`config.mk`:
```
export PLATFORM = sky130hd
export DESIGN_NAME = lc3x_ctrl
export DESIGN_NICKNAME = d
export VERILOG_FILES = /design/src/sv/lc3x_pkg.sv /design/src/sv/lc3x_ctrl.sv
export SDC_FILE = /design/constraint.sdc
export NUM_CORES = 1
export LEC_CHECK = 0
export ABC_AREA = 0
export BUFFER_PORTS_ARGS = -buffer_cell sky130_fd_sc_hd__buf_2
export CAP_MARGIN = 20
export CELL_PAD_IN_SITES_DETAIL_PLACEMENT = 0
export CELL_PAD_IN_SITES_GLOBAL_PLACEMENT = 1
export CORE_AREA = 4 4 61 63
export CTS_BUF_LIST = sky130_fd_sc_hd__clkbuf_16
export DETAILED_ROUTE_END_ITERATION = 8
export DIE_AREA = 0 0 65 67
export GPL_TIMING_DRIVEN = 0
export HOLD_SLACK_MARGIN = 0.15
export PLACE_DENSITY_LB_ADDON = 0.2
export SLEW_MARGIN = 10
export SYNTH_ARGS = -nofsm -noshare
export SYNTH_HDL_FRONTEND = slang
export SYNTH_SLANG_ARGS = --single-unit
```
`constraint.sdc`:
```
create_clock -name clk -period 1.88 [get_ports clk]
set_input_delay 0.376 -clock clk [delete_from_list [all_inputs] [get_ports clk]]
set_output_delay 0.376 -clock clk [all_outputs]
set_load 0.005 [all_outputs]
```
`src/sv/lc3x_pkg.sv`:
```
// Package: shared types, codes and constants of the LC-3 instruction executor.
package lc3x_pkg;

  localparam int ADDR_BITS  = 16;
  localparam int PUTS_LIMIT = 64;
  localparam int MEM_DEPTH  = 1 << ADDR_BITS;
  localparam int CNT_W      = $clog2(PUTS_LIMIT + 1);

  localparam logic [15:0] PSR_INIT = 16'h4000;

  // result status codes
  localparam logic [1:0] ST_OK      = 2'd0;
  localparam logic [1:0] ST_HALT    = 2'd1;
  localparam logic [1:0] ST_ILLEGAL = 2'd2;

  // register write targets beyond the general registers
  localparam logic [3:0] REG_PC  = 4'd8;
  localparam logic [3:0] REG_PSR = 4'd9;

  // opcodes
  localparam logic [3:0] OPC_BR   = 4'h0;
  localparam logic [3:0] OPC_ADD  = 4'h1;
  localparam logic [3:0] OPC_LD   = 4'h2;
  localparam logic [3:0] OPC_ST   = 4'h3;
  localparam logic [3:0] OPC_JSR  = 4'h4;
  localparam logic [3:0] OPC_AND  = 4'h5;
  localparam logic [3:0] OPC_LDR  = 4'h6;
  localparam logic [3:0] OPC_STR  = 4'h7;
  localparam logic [3:0] OPC_RTI  = 4'h8;
  localparam logic [3:0] OPC_NOT  = 4'h9;
  localparam logic [3:0] OPC_LDI  = 4'hA;
  localparam logic [3:0] OPC_STI  = 4'hB;
  localparam logic [3:0] OPC_JMP  = 4'hC;
  localparam logic [3:0] OPC_RSV  = 4'hD;
  localparam logic [3:0] OPC_LEA  = 4'hE;
  localparam logic [3:0] OPC_TRAP = 4'hF;

  // trap vectors
  localparam logic [7:0] TRAP_GETC  = 8'h20;
  localparam logic [7:0] TRAP_OUT   = 8'h21;
  localparam logic [7:0] TRAP_PUTS  = 8'h22;
  localparam logic [7:0] TRAP_IN    = 8'h23;
  localparam logic [7:0] TRAP_PUTSP = 8'h24;
  localparam logic [7:0] TRAP_HALT  = 8'h25;

  typedef enum logic [1:0] {
    OP_EXEC = 2'd0,
    OP_MWR  = 2'd1,
    OP_MRD  = 2'd2,
    OP_RWR  = 2'd3
  } host_op_t;

  typedef struct packed {
    logic [1:0]  op;
    logic [15:0] address;
    logic [15:0] data;
    logic [3:0]  reg_index;
    logic [7:0]  key_char;
  } in_beat_t;

  typedef struct packed {
    logic [1:0]         status;
    logic [15:0]        pc;
    logic [15:0]        read_data;
    logic [2:0]         cond_codes;
    logic               char_valid;
    logic [7:0]         out_char;
    logic signed [15:0] call_depth;
    logic               last;
  } out_beat_t;

  typedef enum logic [3:0] {
    S_CLEAR, S_IDLE, S_MRD, S_DECODE, S_OPA, S_EXEC,
    S_MEMA, S_MEMB, S_MEMC, S_PUTS, S_PEND, S_DONE
  } state_t;

  typedef enum logic [2:0] {
    MA_IN, MA_PC, MA_EA, MA_RDATA, MA_A, MA_PTRN, MA_CLR
  } mem_sel_t;

  typedef enum logic [1:0] {
    WD_IN, WD_B, WD_ZERO
  } wd_sel_t;

  typedef enum logic [1:0] {
    CH_NONE, CH_A, CH_HELD
  } char_sel_t;

  typedef struct packed {
    mem_sel_t   mem_sel;
    logic       mem_we;
    wd_sel_t    wd_sel;
    logic       host_wr;
    logic       latch_key;
    logic       load_ir;
    logic       load_a;
    logic       exec;
    logic       load_wb;
    logic       puts_start;
    logic       puts_step;
    logic       clr_step;
    logic       emit;
    logic [1:0] emit_status;
    char_sel_t  emit_char;
    logic       emit_rd;
    logic       emit_last;
  } cmd_t;

  typedef struct packed {
    logic       halted;
    logic       legal;
    logic [3:0] opc;
    logic [7:0] vec;
    logic       word_zero;
    logic       cnt_zero;
    logic       cnt_full;
    logic       clr_done;
  } stat_t;

endpackage

```
`src/sv/lc3x_ctrl.sv`:
```
// Controller: sequences clear, host accesses and instruction phases.
module lc3x_ctrl (
  input  logic            clk,
  input  logic            rst_n,
  input  logic            start,
  input  logic [1:0]      op,
  input  lc3x_pkg::stat_t stat,
  output logic            busy,
  output lc3x_pkg::cmd_t  cmd
);

  lc3x_pkg::state_t      state_r, state_nxt;
  logic [1:0]            done_st_r, done_st_nxt;
  lc3x_pkg::char_sel_t   done_ch_r, done_ch_nxt;

  always_ff @(posedge clk) begin
    if (!rst_n) begin
      state_r   <= lc3x_pkg::S_CLEAR;
      done_st_r <= lc3x_pkg::ST_OK;
      done_ch_r <= lc3x_pkg::CH_NONE;
    end else begin
      state_r   <= state_nxt;
      done_st_r <= done_st_nxt;
      done_ch_r <= done_ch_nxt;
    end
  end

  always_comb begin
    state_nxt   = state_r;
    done_st_nxt = done_st_r;
    done_ch_nxt = done_ch_r;
    cmd         = '0;
    busy        = 1'b1;
    unique case (state_r)
      lc3x_pkg::S_CLEAR: begin
        cmd.mem_sel  = lc3x_pkg::MA_CLR;
        cmd.mem_we   = 1'b1;
        cmd.wd_sel   = lc3x_pkg::WD_ZERO;
        cmd.clr_step = 1'b1;
        if (stat.clr_done) state_nxt = lc3x_pkg::S_IDLE;
      end
      lc3x_pkg::S_IDLE: begin
        busy        = 1'b0;
        done_st_nxt = lc3x_pkg::ST_OK;
        done_ch_nxt = lc3x_pkg::CH_NONE;
        if (start) begin
          cmd.latch_key = 1'b1;
          unique case (lc3x_pkg::host_op_t'(op))
            lc3x_pkg::OP_MWR: begin
              cmd.mem_sel = lc3x_pkg::MA_IN;
              cmd.mem_we  = 1'b1;
              cmd.wd_sel  = lc3x_pkg::WD_IN;
              state_nxt   = lc3x_pkg::S_DONE;
            end
            lc3x_pkg::OP_MRD: begin
              cmd.mem_sel = lc3x_pkg::MA_IN;
              state_nxt   = lc3x_pkg::S_MRD;
            end
            lc3x_pkg::OP_RWR: begin
              cmd.host_wr = 1'b1;
              state_nxt   = lc3x_pkg::S_DONE;
            end
            default: begin
              if (stat.halted) begin
                done_st_nxt = lc3x_pkg::ST_HALT;
                state_nxt   = lc3x_pkg::S_DONE;
              end else begin
                cmd.mem_sel = lc3x_pkg::MA_PC;
                state_nxt   = lc3x_pkg::S_DECODE;
              end
            end
          endcase
        end
      end
      lc3x_pkg::S_MRD: begin
        cmd.emit      = 1'b1;
        cmd.emit_rd   = 1'b1;
        cmd.emit_last = 1'b1;
        state_nxt     = lc3x_pkg::S_IDLE;
      end
      lc3x_pkg::S_DECODE: begin
        cmd.load_ir = 1'b1;
        state_nxt   = lc3x_pkg::S_OPA;
      end
      lc3x_pkg::S_OPA: begin
        cmd.load_a = 1'b1;
        state_nxt  = lc3x_pkg::S_EXEC;
      end
      lc3x_pkg::S_EXEC: begin
        if (!stat.legal) begin
          done_st_nxt = lc3x_pkg::ST_ILLEGAL;
          state_nxt   = lc3x_pkg::S_DONE;
        end else begin
          cmd.exec  = 1'b1;
          state_nxt = lc3x_pkg::S_DONE;
          case (stat.opc) inside
            lc3x_pkg::OPC_LD, lc3x_pkg::OPC_LDR, lc3x_pkg::OPC_LDI,
            lc3x_pkg::OPC_ST, lc3x_pkg::OPC_STR, lc3x_pkg::OPC_STI:
              state_nxt = lc3x_pkg::S_MEMA;
            lc3x_pkg::OPC_TRAP: begin
              if (stat.vec == lc3x_pkg::TRAP_OUT) begin
                done_ch_nxt = lc3x_pkg::CH_A;
              end else if (stat.vec == lc3x_pkg::TRAP_PUTS) begin
                cmd.mem_sel    = lc3x_pkg::MA_A;
                cmd.puts_start = 1'b1;
                state_nxt      = lc3x_pkg::S_PUTS;
              end
            end
            default: ;
          endcase
        end
      end
      lc3x_pkg::S_MEMA: begin
        cmd.mem_sel = lc3x_pkg::MA_EA;
        if (stat.opc == lc3x_pkg::OPC_ST || stat.opc == lc3x_pkg::OPC_STR) begin
          cmd.mem_we = 1'b1;
          cmd.wd_sel = lc3x_pkg::WD_B;
          state_nxt  = lc3x_pkg::S_DONE;
        end else begin
          state_nxt  = lc3x_pkg::S_MEMB;
        end
      end
      lc3x_pkg::S_MEMB: begin
        state_nxt = lc3x_pkg::S_DONE;
        if (stat.opc == lc3x_pkg::OPC_LDI) begin
          cmd.mem_sel = lc3x_pkg::MA_RDATA;
          state_nxt   = lc3x_pkg::S_MEMC;
        end else if (stat.opc == lc3x_pkg::OPC_STI) begin
          cmd.mem_sel = lc3x_pkg::MA_RDATA;
          cmd.mem_we  = 1'b1;
          cmd.wd_sel  = lc3x_pkg::WD_B;
        end else begin
          cmd.load_wb = 1'b1;
        end
      end
      lc3x_pkg::S_MEMC: begin
        cmd.load_wb = 1'b1;
        state_nxt   = lc3x_pkg::S_DONE;
      end
      lc3x_pkg::S_PUTS: begin
        if (stat.word_zero) begin
          cmd.emit      = 1'b1;
          cmd.emit_last = 1'b1;
          cmd.emit_char = stat.cnt_zero ? lc3x_pkg::CH_NONE : lc3x_pkg::CH_HELD;
          state_nxt     = lc3x_pkg::S_IDLE;
        end else begin
          cmd.mem_sel   = lc3x_pkg::MA_PTRN;
          cmd.puts_step = 1'b1;
          cmd.emit      = !stat.cnt_zero;
          cmd.emit_char = lc3x_pkg::CH_HELD;
          if (stat.cnt_full) state_nxt = lc3x_pkg::S_PEND;
        end
      end
      lc3x_pkg::S_PEND: begin
        cmd.emit      = 1'b1;
        cmd.emit_last = 1'b1;
        cmd.emit_char = lc3x_pkg::CH_HELD;
        state_nxt     = lc3x_pkg::S_IDLE;
      end
      lc3x_pkg::S_DONE: begin
        cmd.emit        = 1'b1;
        cmd.emit_last   = 1'b1;
        cmd.emit_status = done_st_r;
        cmd.emit_char   = done_ch_r;
        state_nxt       = lc3x_pkg::S_IDLE;
      end
      default: state_nxt = lc3x_pkg::S_CLEAR;
    endcase
  end

  a_clear_quiet: assert property (@(posedge clk) disable iff (!rst_n)
    state_r == lc3x_pkg::S_CLEAR |-> !cmd.emit)
    else $error("result emitted during memory clear");

  a_step_fetches: assert property (@(posedge clk) disable iff (!rst_n)
    (state_r == lc3x_pkg::S_IDLE && start && op == lc3x_pkg::OP_EXEC && !stat.halted)
    |=> state_r == lc3x_pkg::S_DECODE)
    else $error("step did not start a fetch");

  a_pend_from_puts: assert property (@(posedge clk) disable iff (!rst_n)
    state_r == lc3x_pkg::S_PEND |-> $past(state_r) == lc3x_pkg::S_PUTS)
    else $error("string tail without string walk");

  a_puts_no_write: assert property (@(posedge clk) disable iff (!rst_n)
    state_r == lc3x_pkg::S_PUTS |-> !cmd.mem_we)
    else $error("memory write during string walk");

endmodule

```
==> flow_summary.yaml, run 1 <==
clock_tree:
  clock-sinks: 7
  path_clk_slew_ns: 0.04
  cts_buffers: 3
  clock_latency_ns: 0.24
  clockRootBuffer: "clkbuf_16"
  cts.htree.levels: 1
  clock_path_buffers: 2
  cts_tree: "done"
layout:
  multiInputGateArea_um2: 612
  final_common_cell: "buf_2"
  register_area_um2: 149
  final_nets: 198
  final_core_util: 0.383
  drive_above_1_share: 0.454
  nFillCells: 368
  layout_common_cells: "buf_2, nand2_1, nor2_1"
  num_antenna_cells: 0
  syn_to_final_growth_pct: 64.4
sta:
  rsz0062_at_grt: "yes"
  hold_viol: 0
  holdWs_ns: 0.417
  drv_slew: 0
  relSlewSlack: 0.748
  finalWorstSetupSlack_ns: -0.170
  setup_viol: 2
  fmax_mhz: 488
  min_period_ns: 2.05
  min_period_over_period: 1.09
  skew_ns: 0.00335
  worst_slew_pin_slew_ns: 0.378
floorplanning:
  die_width_um: 65
  rows: 21
  initial_core_util: 0.233
  die_area_um2: 4360
  coreArea_um2: 3230
  fp.dieH_um: 67
  ioPinCount: 46
run:
  drv_cap: 0
worst_setup_path:
  startpoint: "stat[7]"
  cp_slowest_cell: "or4b_4"
  r2r_start: "state_r[2]$_SDFFE_PN0P_"
  end_kind: "primary output"
  critPathKind: "in -> out"
  cp_data_required_time_ns: 1.50
  worstPathArrival_ns: 1.67
  critPathMaxFanout: 2
  cp_slowest_stage_delay_ns: 0.53
  crit_chain: "buf_6, or4b_4, nor4_4, nand3b_1, nor2_2, or3_1, buf_2"
  start_kind: "input port"
routing:
  drt_iter0_drc: 42
  drc_errors: 0
  via_count: 1073
  ant_nets: 0
  via_per_inst: 4.88
  drtPass1Iterations: 4
  wl_per_cell_um: 13.8
  drt-total-wl_um: 3040
status:
  violations: "setup timing"
  outcome: "finished, violations left"
placement:
  port_buffers: 45
  post-dp-hpwl_um: 2420
  routabilityCongestion: 0.878
global_route:
  globalRouteOverflowTotal: 0
  grt_pass1_vias: 1032
  met3_usage: 0.0270
  grt_use_total: 0.148
  use_met1: 0.176
  grt_max_degree: 11
  antenna_found_initial: 0
  grt_pass1_wl_um: 4870
  busiest_layer: "met2"
  use_met2: 0.258
power:
  power_leakage_nw: 0.604
  power_density_nw_per_um2: 1290
  peakVddDrop_v: 0.000558
  total_power_mw: 1.60
logic_synthesis:
  synthSimpleGateAreaFrac: 0.461
  ys_warn_count: 0
  postSynthCellCount: 119
  synth.net_count: 142
  synthMuxAreaShare: 0
  yosys_most_used_dff: "dfxtp_1"
  synth_top_family_by_area: "simple AND/OR/NAND/NOR gates"
  synthAdderAreaFrac: 0
  synth_edf_count: 0
  netlist_area_um2: 752
  ys_types: 36
  synth_top_area_cell: "dfxtp_1"
  yosysTopAreaCellShare: 0.186
  yosysSeqAreaShare: 0.186
  syn_avg_cell_area_um2: 6.32
  synth-async-reset-ratio: 0
  synthTopCellsByArea: "dfxtp_1, nand2_1, nor2_1, a21oi_1, o21ai_0"
  synth-compound-area-share: 0.275
  synth-seq-cells: 7
  synthXorXnorAreaFrac: 0
hold_path:
  hold_start: "stat[4]"
  hp-class: "in -> reg"
-- per-layer routing --
| layer | vias up | share of wire |
|---|---|---|
| li1 | 540 | - |
| met4 | 0 | 0.016 |
| met1 | 492 | 0.45 |
| met5 | - | 0 |
| met3 | 6 | 0.067 |
| met2 | 35 | 0.47 |
-- where the power goes --
part	switching, mW	total (mW)	internal (mW)
registers	0.0527	0.250	0.197
logic	0.552	0.981	0.429
clock network	0.0892	0.367	0.277
total	0.694	1.60	0.904
-- cell usage after synthesis, types with 2 or more instances --
cell / number
a211oi_1: 3
a21oi_1: 8
a31oi_1: 2
and2_1: 4
and3_1: 5
buf_2: 2
clkbuf_1: 3
dfxtp_1: 7
inv_1: 10
nand2_1: 15
nand2b_1: 3
nand3_1: 6
nand3b_1: 2
nor2_1: 14
nor2b_1: 3
nor3_1: 3
o21ai_0: 8
o221ai_1: 2
o22ai_1: 2
-- final cells by class --
cell class | instances | area share
multi-input combinational | 97 | 0.495
timing repair buffer | 51 | 0.224
sequential | 7 | 0.120
clock buffer | 3 | 0.0607
tap | 46 | 0.0466
inverter | 10 | 0.0304
buffer | 5 | 0.0202
clock inverter | 1 | 0.00304
-- sequential cells by signal (all words and copies together) (netlist names) --
name,cells
done_ch_r,1
state_r,4
done_st_r,2
-- worst max-delay path, delay by kind of cell --
family / cells / cell delay [ns]
buffers and inverters: 2 / 0.19
AND/OR/NAND/NOR: 5 / 1.09
-- timing repair --
| item | CTS | global route |
|---|---|---|
| pin swaps | 2 | 1 |
| hold buffers | 0 | 0 |
| setup buffers | 4 | 2 |
| setup endpoints to repair | 15 | 12 |
| resized for setup | 20 | 6 |
-- final timing paths --
path,end,slack (ns),cells past startpoint
hold reg to reg,done_ch_r[0]$_SDFFE_PN0P_,0.46,2
setup / recovery,cmd[21],-0.17,7
hold / removal,done_ch_r[0]$_SDFFE_PN0P_,0.42,3
setup reg to reg,state_r[3]$_SDFFE_PN0P_,0.07,7
-- cells by family after synthesis --
family | count (synthesis)
and+or+nand+nor | 65
buffers and inverters | 15
AOI/OAI and AO/OA | 32
DFF | 7
-- through the flow --
step / setup TNS [ns] / worst slack [ns] / cells / instance area, um2
2_1_floorplan: 0 / 0.0568 / 119 / 752
3_3_place_gp: -0.447 / -0.234 / 210 / 1030
3_5_place_dp: -0.423 / -0.252 / 210 / 1030
4_1_cts: -0.274 / -0.180 / 218 / 1200
5_1_grt: -0.558 / -0.250 / 220 / 1240
6_report: -0.260 / -0.170 / 220 / 1240
(Power assumes the default switching activity.)
==> run 2: changes to the inputs <==
Settings changed: BUFFER_PORTS_ARGS -buffer_cell sky130_fd_sc_hd__buf_2 to -buffer_cell sky130_fd_sc_hd__clkbuf_2.
==> run 2 against run 1 <==
Effect of this change: the run still ends with setup timing left; total power decreased by 0.39%; clock power decreased by 2%; die area unchanged; final cell count increased by 0.45%; worst setup slack improved by 0.025 ns; sequential cell count unchanged; fmax increased by 1.2%; largest power group unchanged.
==> flow_summary.yaml, run 2 (same netlist as run 1, synthesis figures left out) <==
routing:
  drc_errors: 0
  ant_nets: 0
  via_count: 1088
  drt_iter0_drc: 32
  via_per_inst: 4.92
  wl_per_cell_um: 13.3
  drtPass1Iterations: 4
  drt-total-wl_um: 2940
clock_tree:
  clock-sinks: 7
  clock_path_buffers: 2
  cts.htree.levels: 1
  clockRootBuffer: "clkbuf_16"
  cts_tree: "done"
  clock_latency_ns: 0.23
  cts_buffers: 3
  cts_hold_buf: 0
  path_clk_slew_ns: 0.04
sta:
  worst_slew_pin_slew_ns: 0.468
  min_period_ns: 2.03
  hold_viol: 0
  holdWs_ns: 0.429
  finalWorstSetupSlack_ns: -0.145
  min_period_over_period: 1.08
  rsz0062_at_grt: "yes"
  fmax_mhz: 494
  drv_slew: 0
  skew_ns: 0.000968
  relSlewSlack: 0.687
  setup_viol: 2
worst_setup_path:
  cp_data_required_time_ns: 1.50
  rr_endpoint: "state_r[3]$_SDFFE_PN0P_"
  end_kind: "primary output"
  r2r_start: "state_r[2]$_SDFFE_PN0P_"
  critPathMaxFanout: 2
  start_kind: "input port"
  worstPathArrival_ns: 1.65
  reg2reg_depth: 7
  critPathKind: "in -> out"
  r2r_slack_ns: 0.07
global_route:
  grt_pass1_vias: 991
  grt_use_total: 0.139
  globalRouteOverflowTotal: 0
  grt_max_degree: 11
  use_met2: 0.220
  grt_pass1_wl_um: 4750
  busiest_layer: "met2"
  met3_usage: 0.0152
  use_met1: 0.191
  antenna_found_initial: 0
floorplanning:
  coreArea_um2: 3230
  initial_core_util: 0.233
  die_width_um: 65
  rows: 21
  die_area_um2: 4360
  ioPinCount: 46
  fp.dieH_um: 67
hold_path:
  min_to: "done_ch_r[0]$_SDFFE_PN0P_"
  hp-class: "in -> reg"
  hold_start: "stat[4]"
  hold_path_depth: 3
placement:
  port_buffers: 45
  post-dp-hpwl_um: 2380
  routabilityCongestion: 0.879
  placed_area_um2: 1030
layout:
  layout_common_cells: "clkbuf_2, nand2_1, nor2_1"
  final_nets: 199
  largest_register_ffs: 4
  top_regs: "state_r x4, done_st_r x2, done_ch_r x1"
  drive_above_1_share: 0.463
  largest-register: "state_r"
  syn_to_final_growth_pct: 64.2
  final_common_cell: "clkbuf_2"
  num_antenna_cells: 0
  fin_area_um2: 1230
run:
  drv_cap: 0
power:
  power_density_nw_per_um2: 1290
  power_leakage_nw: 0.596
  peakVddDrop_v: 0.000579
status:
  violations: "setup timing"
  outcome: "finished, violations left"
[run 2: routing by layer]
layer  vias to the layer above  part of all wire
met3                         6             0.067
li1                        542                 -
met1                       499              0.46
met2                        41              0.46
met4                         0             0.012
met5                         -                 0
[run 2: critical path, cell delays in order]
cell	delay, ns
clkbuf_2	0.08
or4b_4	0.54
nor4_4	0.16
nand3b_1	0.14
nor2_2	0.14
or3_1	0.12
clkbuf_2	0.10
[run 2: cell type report]
cell class              count  area, um2
clock buffers               3       75.1
fillers                   365       2000
inverters                  10       37.5
clock inverters             1       3.75
well taps                  46       57.6
plain buffers               5       25.0
multi-input cells          97        609
repair buffers             52        278
flip-flops and latches      7        149
[run 2: metrics by stage]
stage / util / worst slack [ns] / cells / setup TNS [ns] / power [mW]
final: 0.382 / -0.145 / 221 / -0.203 / 1.59
after global routing: 0.382 / -0.256 / 221 / -0.565 / 1.73
after CTS: 0.373 / -0.168 / 219 / -0.244 / 1.55
after detailed placement: 0.320 / -0.233 / 210 / -0.394 / 1.09
after global placement: 0.320 / -0.228 / 210 / -0.440 / 1.11
after floorplan: - / 0.0568 / 119 / 0 / 0.732
[run 2: how the worst max path moves through the flow]
stage	cells after the start	from	to	slack (ns)
2_1_floorplan	5	stat[8]	cmd[21]	0.06
3_3_place_gp	7	stat[8]	cmd[21]	-0.23
3_5_place_dp	7	stat[8]	cmd[21]	-0.23
4_1_cts	7	stat[7]	cmd[21]	-0.17
5_1_grt	7	stat[7]	cmd[21]	-0.26
6_report	7	stat[7]	cmd[21]	-0.15
[run 2: where the power goes]
group / switching [mW] / internal [mW]
Combinational: 0.554 / 0.435
Sequential: 0.0473 / 0.197
Clock: 0.0810 / 0.277
Total: 0.682 / 0.909
[run 2: repair_timing]
action,4_1_cts,5_1_grt
pin swaps,3,2
gates resized for setup,19,8
setup buffers,5,2
setup endpoints to repair,14,11
